**src/sv/bfpu_pkg.sv**
```systemverilog
// ----------------------------------------------------------------------------
// bfpu_pkg
// shared types, field widths and command codes of the bit-field packer
// ----------------------------------------------------------------------------
package bfpu_pkg;

	localparam int CMD_W    = 2;
	localparam int VALUE_W  = 64;
	localparam int LEN_W    = 7;
	localparam int CURSOR_W = 12;
	localparam int CFG_W    = 9;
	// alignment window: one field plus the bit offset into its first byte
	localparam int WIN_W    = VALUE_W + 8;

	typedef logic [CMD_W-1:0]    cmd_t;
	typedef logic [VALUE_W-1:0]  value_t;
	typedef logic [LEN_W-1:0]    len_t;
	typedef logic [CURSOR_W-1:0] cursor_t;
	typedef logic [CFG_W-1:0]    cfg_t;

	localparam cmd_t CMD_APPEND  = 2'd0;
	localparam cmd_t CMD_EXTRACT = 2'd1;
	localparam cmd_t CMD_CLEAR   = 2'd2;

	localparam cfg_t CFG_RESET = 9'd256;

	// ones in the low len bits, all ones for a full-width field
	function automatic value_t field_mask(len_t len);
		value_t ones;
		ones = '1;
		return ~(ones << len);
	endfunction

endpackage

```
**src/sv/bfpu_if.sv**
```systemverilog
// ----------------------------------------------------------------------------
// bfpu request and response channels
// valid/ready channels carrying one command item and one result item
// ----------------------------------------------------------------------------
interface bfpu_req_if;
	logic            valid;
	logic            ready;
	bfpu_pkg::cmd_t   cmd;
	bfpu_pkg::value_t field_value;
	bfpu_pkg::len_t   field_length;

	modport source(output valid, cmd, field_value, field_length, input ready);
	modport sink(input valid, cmd, field_value, field_length, output ready);
endinterface

interface bfpu_rsp_if;
	logic              valid;
	logic              ready;
	logic              status;
	bfpu_pkg::value_t  read_value;
	bfpu_pkg::cursor_t write_cursor;
	bfpu_pkg::cursor_t read_cursor;

	modport source(output valid, status, read_value, write_cursor, read_cursor,
		input ready);
	modport sink(input valid, status, read_value, write_cursor, read_cursor,
		output ready);
endinterface

```
**src/sv/bit_field_pack_unpack_buffer_top.sv**
```systemverilog
// ----------------------------------------------------------------------------
// bit_field_pack_unpack_buffer_top
// bit-addressed byte store with msb-first append and extract cursors
// ----------------------------------------------------------------------------
// usage:
//   req carries one command item (append, extract, clear); rsp returns one
//   result item per command with status, extracted bits and both cursors
//   cfg_we/cfg_wdata set the number of usable store bytes, written while idle
// sequencing (one item in flight, ready only in the idle state):
//   accept, a setup step, then each store byte touched, one at a time through
//   the single memory port (up to nine for a 64-bit field), then a load of
//   the result register; extract adds a wait for the registered memory read
//   and a finish step to align the result; clear or reject go from setup
//   straight to the result state
//   the next item is accepted the cycle after the result is loaded
// reset:
//   cursors go to zero, usable size to 256; the store needs no sweep: bytes
//   at or beyond the write fill point always read as zero, so clear only
//   resets the cursors
// stall:
//   a waiting result sits in the output register while the next item is
//   taken and worked; that item holds in its result state until rsp frees
// ----------------------------------------------------------------------------
module bit_field_pack_unpack_buffer_top #(
	parameter int BUFFER_BYTES   = 256,
	parameter int MAX_FIELD_BITS = 64
) (
	input  logic                   clk,
	input  logic                   arst_n,
	input  logic                   cfg_we,
	input  logic [bfpu_pkg::CFG_W-1:0] cfg_wdata,
	bfpu_req_if.sink               req,
	bfpu_rsp_if.source             rsp
);

	localparam int AW     = $clog2(BUFFER_BYTES);
	localparam int FILL_W = $clog2(BUFFER_BYTES + 1);
	localparam int POS_W  = $clog2(BUFFER_BYTES * 8 + 1);
	localparam int SUM_W  = $clog2(BUFFER_BYTES * 8 + 128);
	localparam int WIDE_W = ((SUM_W > bfpu_pkg::CFG_W) ? SUM_W : bfpu_pkg::CFG_W) + 1;
	localparam int WIN_W  = bfpu_pkg::WIN_W;

	localparam logic [2:0] ST_IDLE    = 3'd0;
	localparam logic [2:0] ST_SETUP   = 3'd1;
	localparam logic [2:0] ST_APPEND  = 3'd2;
	localparam logic [2:0] ST_EXTRACT = 3'd3;
	localparam logic [2:0] ST_FINISH  = 3'd4;
	localparam logic [2:0] ST_RESULT  = 3'd5;

	// control state
	logic [2:0]       st_q;
	logic [POS_W-1:0] wp_q;
	logic [POS_W-1:0] rp_q;
	bfpu_pkg::cfg_t   cfg_q;
	logic             ov_q;
	logic             rd_pend_s1;

	// item and datapath registers
	bfpu_pkg::cmd_t    cmd_q;
	bfpu_pkg::value_t  val_q;
	bfpu_pkg::len_t    len_q;
	logic [WIN_W-1:0]  win_q;
	logic [WIN_W-1:0]  acc_q;
	logic [AW-1:0]     addr_q;
	logic [3:0]        iss_q;
	logic [3:0]        rcv_q;
	logic [2:0]        pad_q;
	logic              part_q;
	logic              first_q;
	logic              rd_live_s1;
	logic              res_status_q;
	bfpu_pkg::value_t  res_value_q;
	logic              out_status_q;
	bfpu_pkg::value_t  out_value_q;
	bfpu_pkg::cursor_t out_wcur_q;
	bfpu_pkg::cursor_t out_rcur_q;

	// byte store, one read or write port in use per cycle
	logic [7:0] store_mem [BUFFER_BYTES];
	logic [7:0] rd_data_q;

	logic [2:0]        bitoff;
	logic [7:0]        span;
	logic [3:0]        nbytes;
	logic [2:0]        pad;
	logic [6:0]        win_sh;
	logic [WIN_W-1:0]  win_new;
	logic [WIDE_W-1:0] limit_bytes;
	logic [SUM_W-1:0]  limit_bits;
	logic [SUM_W-1:0]  wr_end;
	logic [SUM_W-1:0]  rd_end;
	logic              len_ok;
	logic              app_ok;
	logic              ext_ok;
	logic [AW-1:0]     wp_idx;
	logic [AW-1:0]     rp_idx;
	logic [FILL_W-1:0] fill;
	logic              mem_re;
	logic [AW-1:0]     mem_rd_addr;
	logic              mem_we;
	logic [7:0]        wr_byte;
	logic              out_free;

	// field geometry: bit offset into the first byte and bytes spanned
	always_comb begin
		bitoff  = (cmd_q == bfpu_pkg::CMD_EXTRACT) ? rp_q[2:0] : wp_q[2:0];
		span    = 8'(bitoff) + 8'(len_q);
		nbytes  = 4'((span + 8'd7) >> 3);
		pad     = 3'(8'd0 - span);
		win_sh  = 7'(8'(WIN_W) - span);
		win_new = WIN_W'(val_q & bfpu_pkg::field_mask(len_q)) << win_sh;
	end

	// bounds: usable size clipped to the store, checked in bits
	always_comb begin
		limit_bytes = (WIDE_W'(cfg_q) > WIDE_W'(BUFFER_BYTES)) ?
			WIDE_W'(BUFFER_BYTES) : WIDE_W'(cfg_q);
		limit_bits  = SUM_W'({limit_bytes, 3'b000});
		wr_end      = SUM_W'(wp_q) + SUM_W'(len_q);
		rd_end      = SUM_W'(rp_q) + SUM_W'(len_q);
		len_ok      = (len_q <= bfpu_pkg::LEN_W'(MAX_FIELD_BITS));
		app_ok      = len_ok && (wr_end <= limit_bits);
		ext_ok      = (len_q != '0) && len_ok && (rd_end <= limit_bits);
		wp_idx      = AW'(wp_q >> 3);
		rp_idx      = AW'(rp_q >> 3);
		// bytes below the fill point hold appended data, the rest read as zero
		fill        = FILL_W'((SUM_W'(wp_q) + SUM_W'(7)) >> 3);
	end

	// memory port control
	always_comb begin
		mem_re      = 1'b0;
		mem_rd_addr = addr_q;
		if (st_q == ST_SETUP && cmd_q == bfpu_pkg::CMD_APPEND) begin
			// partial first byte of an append is merged with what is stored
			mem_re      = 1'b1;
			mem_rd_addr = wp_idx;
		end else if (st_q == ST_EXTRACT && iss_q != '0) begin
			mem_re = 1'b1;
		end
		mem_we  = (st_q == ST_APPEND);
		wr_byte = win_q[WIN_W-1 -: 8] | ((first_q && part_q) ? rd_data_q : 8'h00);
	end

	always_ff @(posedge clk) begin
		if (mem_we) begin
			store_mem[addr_q] <= wr_byte;
		end
		if (mem_re) begin
			rd_data_q <= store_mem[mem_rd_addr];
		end
	end

	assign out_free = !ov_q || rsp.ready;

	// sequencer and cursors
	always_ff @(posedge clk or negedge arst_n) begin
		if (!arst_n) begin
			st_q       <= ST_IDLE;
			wp_q       <= '0;
			rp_q       <= '0;
			cfg_q      <= bfpu_pkg::CFG_RESET;
			ov_q       <= 1'b0;
			rd_pend_s1 <= 1'b0;
		end else begin
			if (cfg_we) begin
				cfg_q <= cfg_wdata;
			end
			rd_pend_s1 <= (st_q == ST_EXTRACT) && (iss_q != '0);
			// output register: loaded from the result state, freed by rsp
			if (st_q == ST_RESULT && out_free) begin
				ov_q <= 1'b1;
			end else if (rsp.ready) begin
				ov_q <= 1'b0;
			end
			unique case (st_q)
				ST_IDLE: begin
					if (req.valid) begin
						st_q <= ST_SETUP;
					end
				end
				ST_SETUP: begin
					unique case (cmd_q)
						bfpu_pkg::CMD_APPEND: begin
							st_q <= (app_ok && nbytes != '0) ? ST_APPEND : ST_RESULT;
						end
						bfpu_pkg::CMD_EXTRACT: begin
							st_q <= ext_ok ? ST_EXTRACT : ST_RESULT;
						end
						bfpu_pkg::CMD_CLEAR: begin
							wp_q <= '0;
							rp_q <= '0;
							st_q <= ST_RESULT;
						end
						default: begin
							st_q <= ST_RESULT;
						end
					endcase
				end
				ST_APPEND: begin
					if (iss_q == 4'd1) begin
						wp_q <= POS_W'(wr_end);
						st_q <= ST_RESULT;
					end
				end
				ST_EXTRACT: begin
					if (rd_pend_s1 && rcv_q == 4'd1) begin
						st_q <= ST_FINISH;
					end
				end
				ST_FINISH: begin
					rp_q <= POS_W'(rd_end);
					st_q <= ST_RESULT;
				end
				ST_RESULT: begin
					if (out_free) begin
						st_q <= ST_IDLE;
					end
				end
				default: begin
					st_q <= ST_IDLE;
				end
			endcase
		end
	end

	// item datapath: byte stepping, extract assembly and result registers
	always_ff @(posedge clk) begin
		rd_live_s1 <= (FILL_W'(addr_q) < fill);
		case (st_q)
			ST_IDLE: begin
				cmd_q <= req.cmd;
				val_q <= req.field_value;
				len_q <= req.field_length;
			end
			ST_SETUP: begin
				res_value_q <= '0;
				case (cmd_q)
					bfpu_pkg::CMD_APPEND: begin
						res_status_q <= !app_ok;
						win_q        <= win_new;
						addr_q       <= wp_idx;
						iss_q        <= nbytes;
						part_q       <= (wp_q[2:0] != 3'd0);
						first_q      <= 1'b1;
					end
					bfpu_pkg::CMD_EXTRACT: begin
						res_status_q <= !ext_ok;
						addr_q       <= rp_idx;
						iss_q        <= nbytes;
						rcv_q        <= nbytes;
						pad_q        <= pad;
						acc_q        <= '0;
					end
					bfpu_pkg::CMD_CLEAR: begin
						res_status_q <= 1'b0;
					end
					default: begin
						res_status_q <= 1'b1;
					end
				endcase
			end
			ST_APPEND: begin
				addr_q  <= addr_q + AW'(1);
				win_q   <= win_q << 8;
				iss_q   <= iss_q - 4'd1;
				first_q <= 1'b0;
			end
			ST_EXTRACT: begin
				if (iss_q != '0) begin
					addr_q <= addr_q + AW'(1);
					iss_q  <= iss_q - 4'd1;
				end
				if (rd_pend_s1) begin
					acc_q <= {acc_q[WIN_W-9:0], rd_live_s1 ? rd_data_q : 8'h00};
					rcv_q <= rcv_q - 4'd1;
				end
			end
			ST_FINISH: begin
				// drop the bits after the field's last bit, keep len bits
				res_value_q <= bfpu_pkg::VALUE_W'(acc_q >> pad_q) &
					bfpu_pkg::field_mask(len_q);
			end
			ST_RESULT: begin
				if (out_free) begin
					out_status_q <= res_status_q;
					out_value_q  <= res_value_q;
					out_wcur_q   <= bfpu_pkg::CURSOR_W'(wp_q);
					out_rcur_q   <= bfpu_pkg::CURSOR_W'(rp_q);
				end
			end
			default: begin
			end
		endcase
	end

	assign req.ready        = (st_q == ST_IDLE);
	assign rsp.valid        = ov_q;
	assign rsp.status       = out_status_q;
	assign rsp.read_value   = out_value_q;
	assign rsp.write_cursor = out_wcur_q;
	assign rsp.read_cursor  = out_rcur_q;

endmodule

```
**src/flat_wrapper.sv**
```systemverilog
// flat-port wrapper written by rule: the top's interface ports become plain ports
module bit_field_pack_unpack_buffer_top_flat 
#(
	parameter int BUFFER_BYTES   = 256,
	parameter int MAX_FIELD_BITS = 64
)
  (clk, arst_n, cfg_we, cfg_wdata, req_valid, req_cmd, req_field_value, req_field_length, req_ready, rsp_valid, rsp_status, rsp_read_value, rsp_write_cursor, rsp_read_cursor, rsp_ready);
  bfpu_req_if req_i ();
  bfpu_rsp_if rsp_i ();
  input  logic clk;
  input  logic arst_n;
  input  logic cfg_we;
  input  logic [bfpu_pkg::CFG_W-1:0] cfg_wdata;
  input wire logic [$bits(req_i.valid)-1:0] req_valid;
  input wire logic [$bits(req_i.cmd)-1:0] req_cmd;
  input wire logic [$bits(req_i.field_value)-1:0] req_field_value;
  input wire logic [$bits(req_i.field_length)-1:0] req_field_length;
  output wire logic [$bits(req_i.ready)-1:0] req_ready;
  output wire logic [$bits(rsp_i.valid)-1:0] rsp_valid;
  output wire logic [$bits(rsp_i.status)-1:0] rsp_status;
  output wire logic [$bits(rsp_i.read_value)-1:0] rsp_read_value;
  output wire logic [$bits(rsp_i.write_cursor)-1:0] rsp_write_cursor;
  output wire logic [$bits(rsp_i.read_cursor)-1:0] rsp_read_cursor;
  input wire logic [$bits(rsp_i.ready)-1:0] rsp_ready;
  assign req_i.valid = req_valid;
  assign req_i.cmd = req_cmd;
  assign req_i.field_value = req_field_value;
  assign req_i.field_length = req_field_length;
  assign req_ready = req_i.ready;
  assign rsp_valid = rsp_i.valid;
  assign rsp_status = rsp_i.status;
  assign rsp_read_value = rsp_i.read_value;
  assign rsp_write_cursor = rsp_i.write_cursor;
  assign rsp_read_cursor = rsp_i.read_cursor;
  assign rsp_i.ready = rsp_ready;
  bit_field_pack_unpack_buffer_top #(.BUFFER_BYTES(BUFFER_BYTES), .MAX_FIELD_BITS(MAX_FIELD_BITS)) u_core (.clk(clk), .arst_n(arst_n), .cfg_we(cfg_we), .cfg_wdata(cfg_wdata), .req(req_i), .rsp(rsp_i));
endmodule
```
**config.mk**
```make
export PLATFORM = sky130hd
export DESIGN_NAME = bit_field_pack_unpack_buffer_top_flat
export DESIGN_NICKNAME = d
export VERILOG_FILES = /design/src/sv/bfpu_pkg.sv /design/src/sv/bfpu_if.sv /design/src/sv/bit_field_pack_unpack_buffer_top.sv /design/src/flat_wrapper.sv
export SDC_FILE = /design/constraint.sdc
export NUM_CORES = 2
export LEC_CHECK = 0
export ABC_AREA = 1
export BUFFER_PORTS_ARGS = -buffer_cell sky130_fd_sc_hd__buf_4
export CAP_MARGIN = 20
export CELL_PAD_IN_SITES_DETAIL_PLACEMENT = 1
export CELL_PAD_IN_SITES_GLOBAL_PLACEMENT = 2
export CORE_ASPECT_RATIO = 1.75
export CORE_UTILIZATION = 38
export CTS_CLUSTER_DIAMETER = 200
export DETAILED_ROUTE_END_ITERATION = 12
export HOLD_SLACK_MARGIN = 0.15
export PLACE_DENSITY_LB_ADDON = 0.05
export SLEW_MARGIN = 40
export SYNTH_ARGS = -nofsm -noshare
export SYNTH_HDL_FRONTEND = slang
export SYNTH_SLANG_ARGS = --single-unit
```
**constraint.sdc**
```tcl
create_clock -name clk -period 8.8 [get_ports clk]
set_input_delay 0.44 -clock clk [delete_from_list [all_inputs] [get_ports clk]]
set_output_delay 0.44 -clock clk [all_outputs]
set_load 0.1 [all_outputs]
```
==> impl_metrics.env <==
export IMPL_status="finished, final reports clean"
export IMPL_holdPathEnd="u_core.val_q[3]"
export IMPL_hp_class="input pin to flop"
export IMPL_io_pins=178
export IMPL_syn2layout_area_growth_pct=13.4
export IMPL_cts_tree="done"
export IMPL_crit_path_top_delay_cell="o21ai_0"
export IMPL_cts_resized=0
export IMPL_min_path_cells=2
export IMPL_fin_ws_ps=3440
export IMPL_grt_usage_pct=27.9
export IMPL_fin_crit_sh_pct=60.9
export IMPL_netlist_top_cells_count="2991 x nand2_1, 2447 x edfxtp_1, 2245 x nand3_1"
export IMPL_crit_path_cell_trace="nor2_1 > inv_1 > o21ai_0 > inv_1 > fa_1 > ha_2 > buf_4 > inv_2 > buf_4 > nand3_1 > nand2_1 > nand2_1 > o21ai_1 > nor2_1 > o21ai_0 > nand2_1 > nand3_1 > nand2_1"
export IMPL_synthArstFlopShare_pct=1.53
export IMPL_drive_gt1_share_pct=7.95
export IMPL_rrSetupSlack_ps=3440
export IMPL_cts_setup_buffers=0
export IMPL_internal_power_mw=19.0
export IMPL_cp_arrival_ps=6010
export IMPL_critPathKind="flop to flop"
export IMPL_p_leak_nw=50.5
export IMPL_cp_common_cell="nand2_1"
export IMPL_min_period_ps=5360
export IMPL_crit_required_ps=9460
export IMPL_dieArea_sq_um=301000
export IMPL_startpoint_type="flop"
export IMPL_syn_instance_count=11329
export IMPL_peakVddDrop_v=0.000155
export IMPL_rr_endpoint="u_core.win_q[52]"
export IMPL_tightest_slew_ps=908
export IMPL_relSlewSlack_pct=39.1
export IMPL_critPathMaxStageDelay_ps=660
export IMPL_grt_pass1_wl_um=612000
export IMPL_start_util_pct=38.2
export IMPL_antenna_found_initial=8
export IMPL_rows=265
export IMPL_rr_startpoint="u_core.cmd_q[1]"
export IMPL_yosysUniqueCellTypes=53
export IMPL_crit_family="buffers and inverters"
export IMPL_clock_skew_ps=38.9
export IMPL_hpwl_um=273000
export IMPL_netlist_area_leader_share_pct=64.7
export IMPL_path_clk_slew_ps=70
export IMPL_grt_pass1_vias=86509
export IMPL_coreArea_sq_um=297000
export IMPL_tns_ps=0
export IMPL_multi_input_area_sq_um=30700
export IMPL_p_comb_share_pct=0.5
export IMPL_clock_sinks=2486
export IMPL_ff_latch_area_sq_um=74500
export IMPL_p_clk_share_pct=45.7
export IMPL_cts_buffers=245
export IMPL_gp_congestion=1.01
export IMPL_power_density_nw_per_um2=185
export IMPL_hold_path_startpoint="req_field_value[3]"
export IMPL_synth_top_cell_by_area="edfxtp_1"
export IMPL_endpoint_kind="flop"
export IMPL_htreeDepth=4
export IMPL_setup_violations_final=0
export IMPL_drv_cap=0
export IMPL_finalMaxSlewViolations=0
export IMPL_overflow=0
export IMPL_clk_latency_ps=930
export IMPL_synth_area_top_cells="edfxtp_1 65%, nand3_1 9.9%, nand2_1 9.9%"
export IMPL_fin_nets=11532
export IMPL_drtPass1Iterations=5
export IMPL_wl_per_cell_um=27.4
export IMPL_ant_nets=0
export IMPL_finish_utilization_pct=43.3
export IMPL_seqPwrFrac_pct=53.9
export IMPL_syn_area_sq_um=113000
export IMPL_cts_buffer_depth=4
export IMPL_grt_max_degree=150
export IMPL_hold_violations=0
export IMPL_drc=0
export IMPL_cp_max_fo=67
export IMPL_wl_um=423000
export IMPL_layout_filler_cells=32625
export IMPL_ys_flop_type="edfxtp_1"
export IMPL_fin_cells=15467
export IMPL_synth_most_common_cell="nand2_1"
export IMPL_yosysSeqAreaShare_pct=65.6
export IMPL_drt_iter0_drc=5142
export IMPL_synth_fp_nets=11470
export IMPL_die_h_um=725
export IMPL_switching_share_pct=20.2
export IMPL_post_place_ws_ps=3320
export IMPL_timing_critical_path_buf_inv=5
export IMPL_dieWidth_um=415
export IMPL_yosys_register_bits=2486
export IMPL_io_buffers=177
export IMPL_r2r_cells=18
export IMPL_place_inst=14900
export IMPL_fmax_ghz=0.187
export IMPL_rsz0062_at_grt="no"
export IMPL_yosysWarnings=0
export IMPL_vias=82102
export IMPL_avgSynthCellArea_sq_um=10.0
export IMPL_synth_edf_count=2447
export IMPL_vias_per_cell=5.31
export IMPL_p_switching_mw=4.81
export IMPL_clockRootBuffer="clkbuf_16"
==> cell families after synthesis <==
| logic type | Yosys count | synth area share (%) |
|---|---|---|
| and+or+nand+nor | 5897 | 22.4 |
| DFF | 2486 | 65.6 |
| buffers and inverters | 2291 | 7.97 |
| AOI/OAI and AO/OA | 547 | 2.96 |
| adders and majority gates | 54 | 0.615 |
| xor gates and xnor gates | 33 | 0.317 |
| muxes | 21 | 0.185 |
==> layout make-up <==
cell class	instances	area share [%]
Timing Repair Buffer	456	3.46
Sequential cell	2486	57.9
Antenna cell	4	0.00778
Multi-Input combinational cell	6552	23.9
Tap cell	3871	3.76
Clock buffer	289	4.96
Clock inverter	159	1.28
Inverter	1650	4.82
==> worst max path at each step <==
stage / startpoint / slack (ps) / endpoint / depth (start not counted)
final: u_core.cmd_q[1] / 3440 / u_core.win_q[52] / 18
after global routing: u_core.cmd_q[1] / 3080 / u_core.win_q[52] / 18
after CTS: u_core.cmd_q[1] / 3260 / u_core.win_q[32] / 14
after detailed placement: u_core.cmd_q[1] / 3320 / u_core.win_q[32] / 14
after global placement: u_core.cmd_q[0] / 3340 / u_core.win_q[56] / 15
after floorplan: u_core.first_q / 290 / u_core.store_mem[0][0] / 2
==> registers in the layout, indices dropped and copies added, names as in the netlist, 9 cells and up <==
name / flops
u_core.acc_q: 71
u_core.cfg_q: 9
u_core.res_value_q: 64
u_core.rp_q: 12
u_core.rsp.read_cursor: 12
u_core.rsp.read_value: 64
u_core.rsp.write_cursor: 12
u_core.store_mem: 2048
u_core.val_q: 64
u_core.win_q: 72
u_core.wp_q: 12
==> layout by cell type (no fill, tap or decap), types with 8 or more instances in the layout <==
cell,netlist,layout
nand2_1,2991,2968
edfxtp_1,2447,2447
nand3_1,2245,2237
inv_1,1637,1632
nor2_1,514,422
buf_4,6,288
clkbuf_16,0,249
o21ai_0,195,188
o211ai_1,151,151
dlygate4sd3_1,0,104
a21oi_1,95,94
nor2_2,4,90
clkinv_2,0,60
ha_1,51,49
nand4_1,46,46
clkinv_1,2,43
nand3b_1,42,42
clkbuf_1,250,40
dfrtp_1,37,37
buf_12,0,34
bufinv_16,0,32
xor2_1,26,26
nand2_2,6,25
nor3_1,32,24
a211oi_1,23,23
mux2i_1,21,18
o21ai_1,16,16
inv_2,11,15
buf_16,0,14
buf_6,3,14
o22ai_1,12,12
clkinvlp_4,0,11
nor2_4,3,9
o21bai_4,0,8
nand3_2,1,8
a22o_1,8,8
o21ai_4,0,8
==> per-layer routing <==
metal / routed length, um / global-route usage [%] / vias up
met1: 158000 / 30.9 / 41630
met4: 30300 / 17.5 / 4
met3: 14800 / 3.08 / 780
li1: - / - / 37952
met5: 24 / 0 / -
met2: 220000 / 50.5 / 1736
==> power groups by stage <==
| stage | registers, mW | logic (mW) | clock network [mW] |
|---|---|---|---|
| global route | 12.8 | 0.118 | 11.4 |
| detailed placement | 13.1 | 0.0661 | 0 |
| floorplan | 13.1 | 0.0197 | 0 |
| CTS | 12.8 | 0.107 | 11.1 |
| finish | 12.8 | 0.108 | 10.9 |
| global placement | 13.1 | 0.0641 | 0 |
==> per-stage QoR <==
stage          cell area, sq um  hold slack [ps]  total power, mW
4_1_cts                  128000              176             24.0
6_report                 129000              247             23.8
3_3_place_gp             119000              407             13.1
2_1_floorplan            113000              144             13.1
3_5_place_dp             119000              405             13.1
5_1_grt                  129000              230             24.3
==> timing repair <==
action,in CTS,in global routing
endpoints found under the setup margin,0,0
hold endpoints to repair,125,0
hold buffers,105,0
Power figures use the tool's default switching activity.
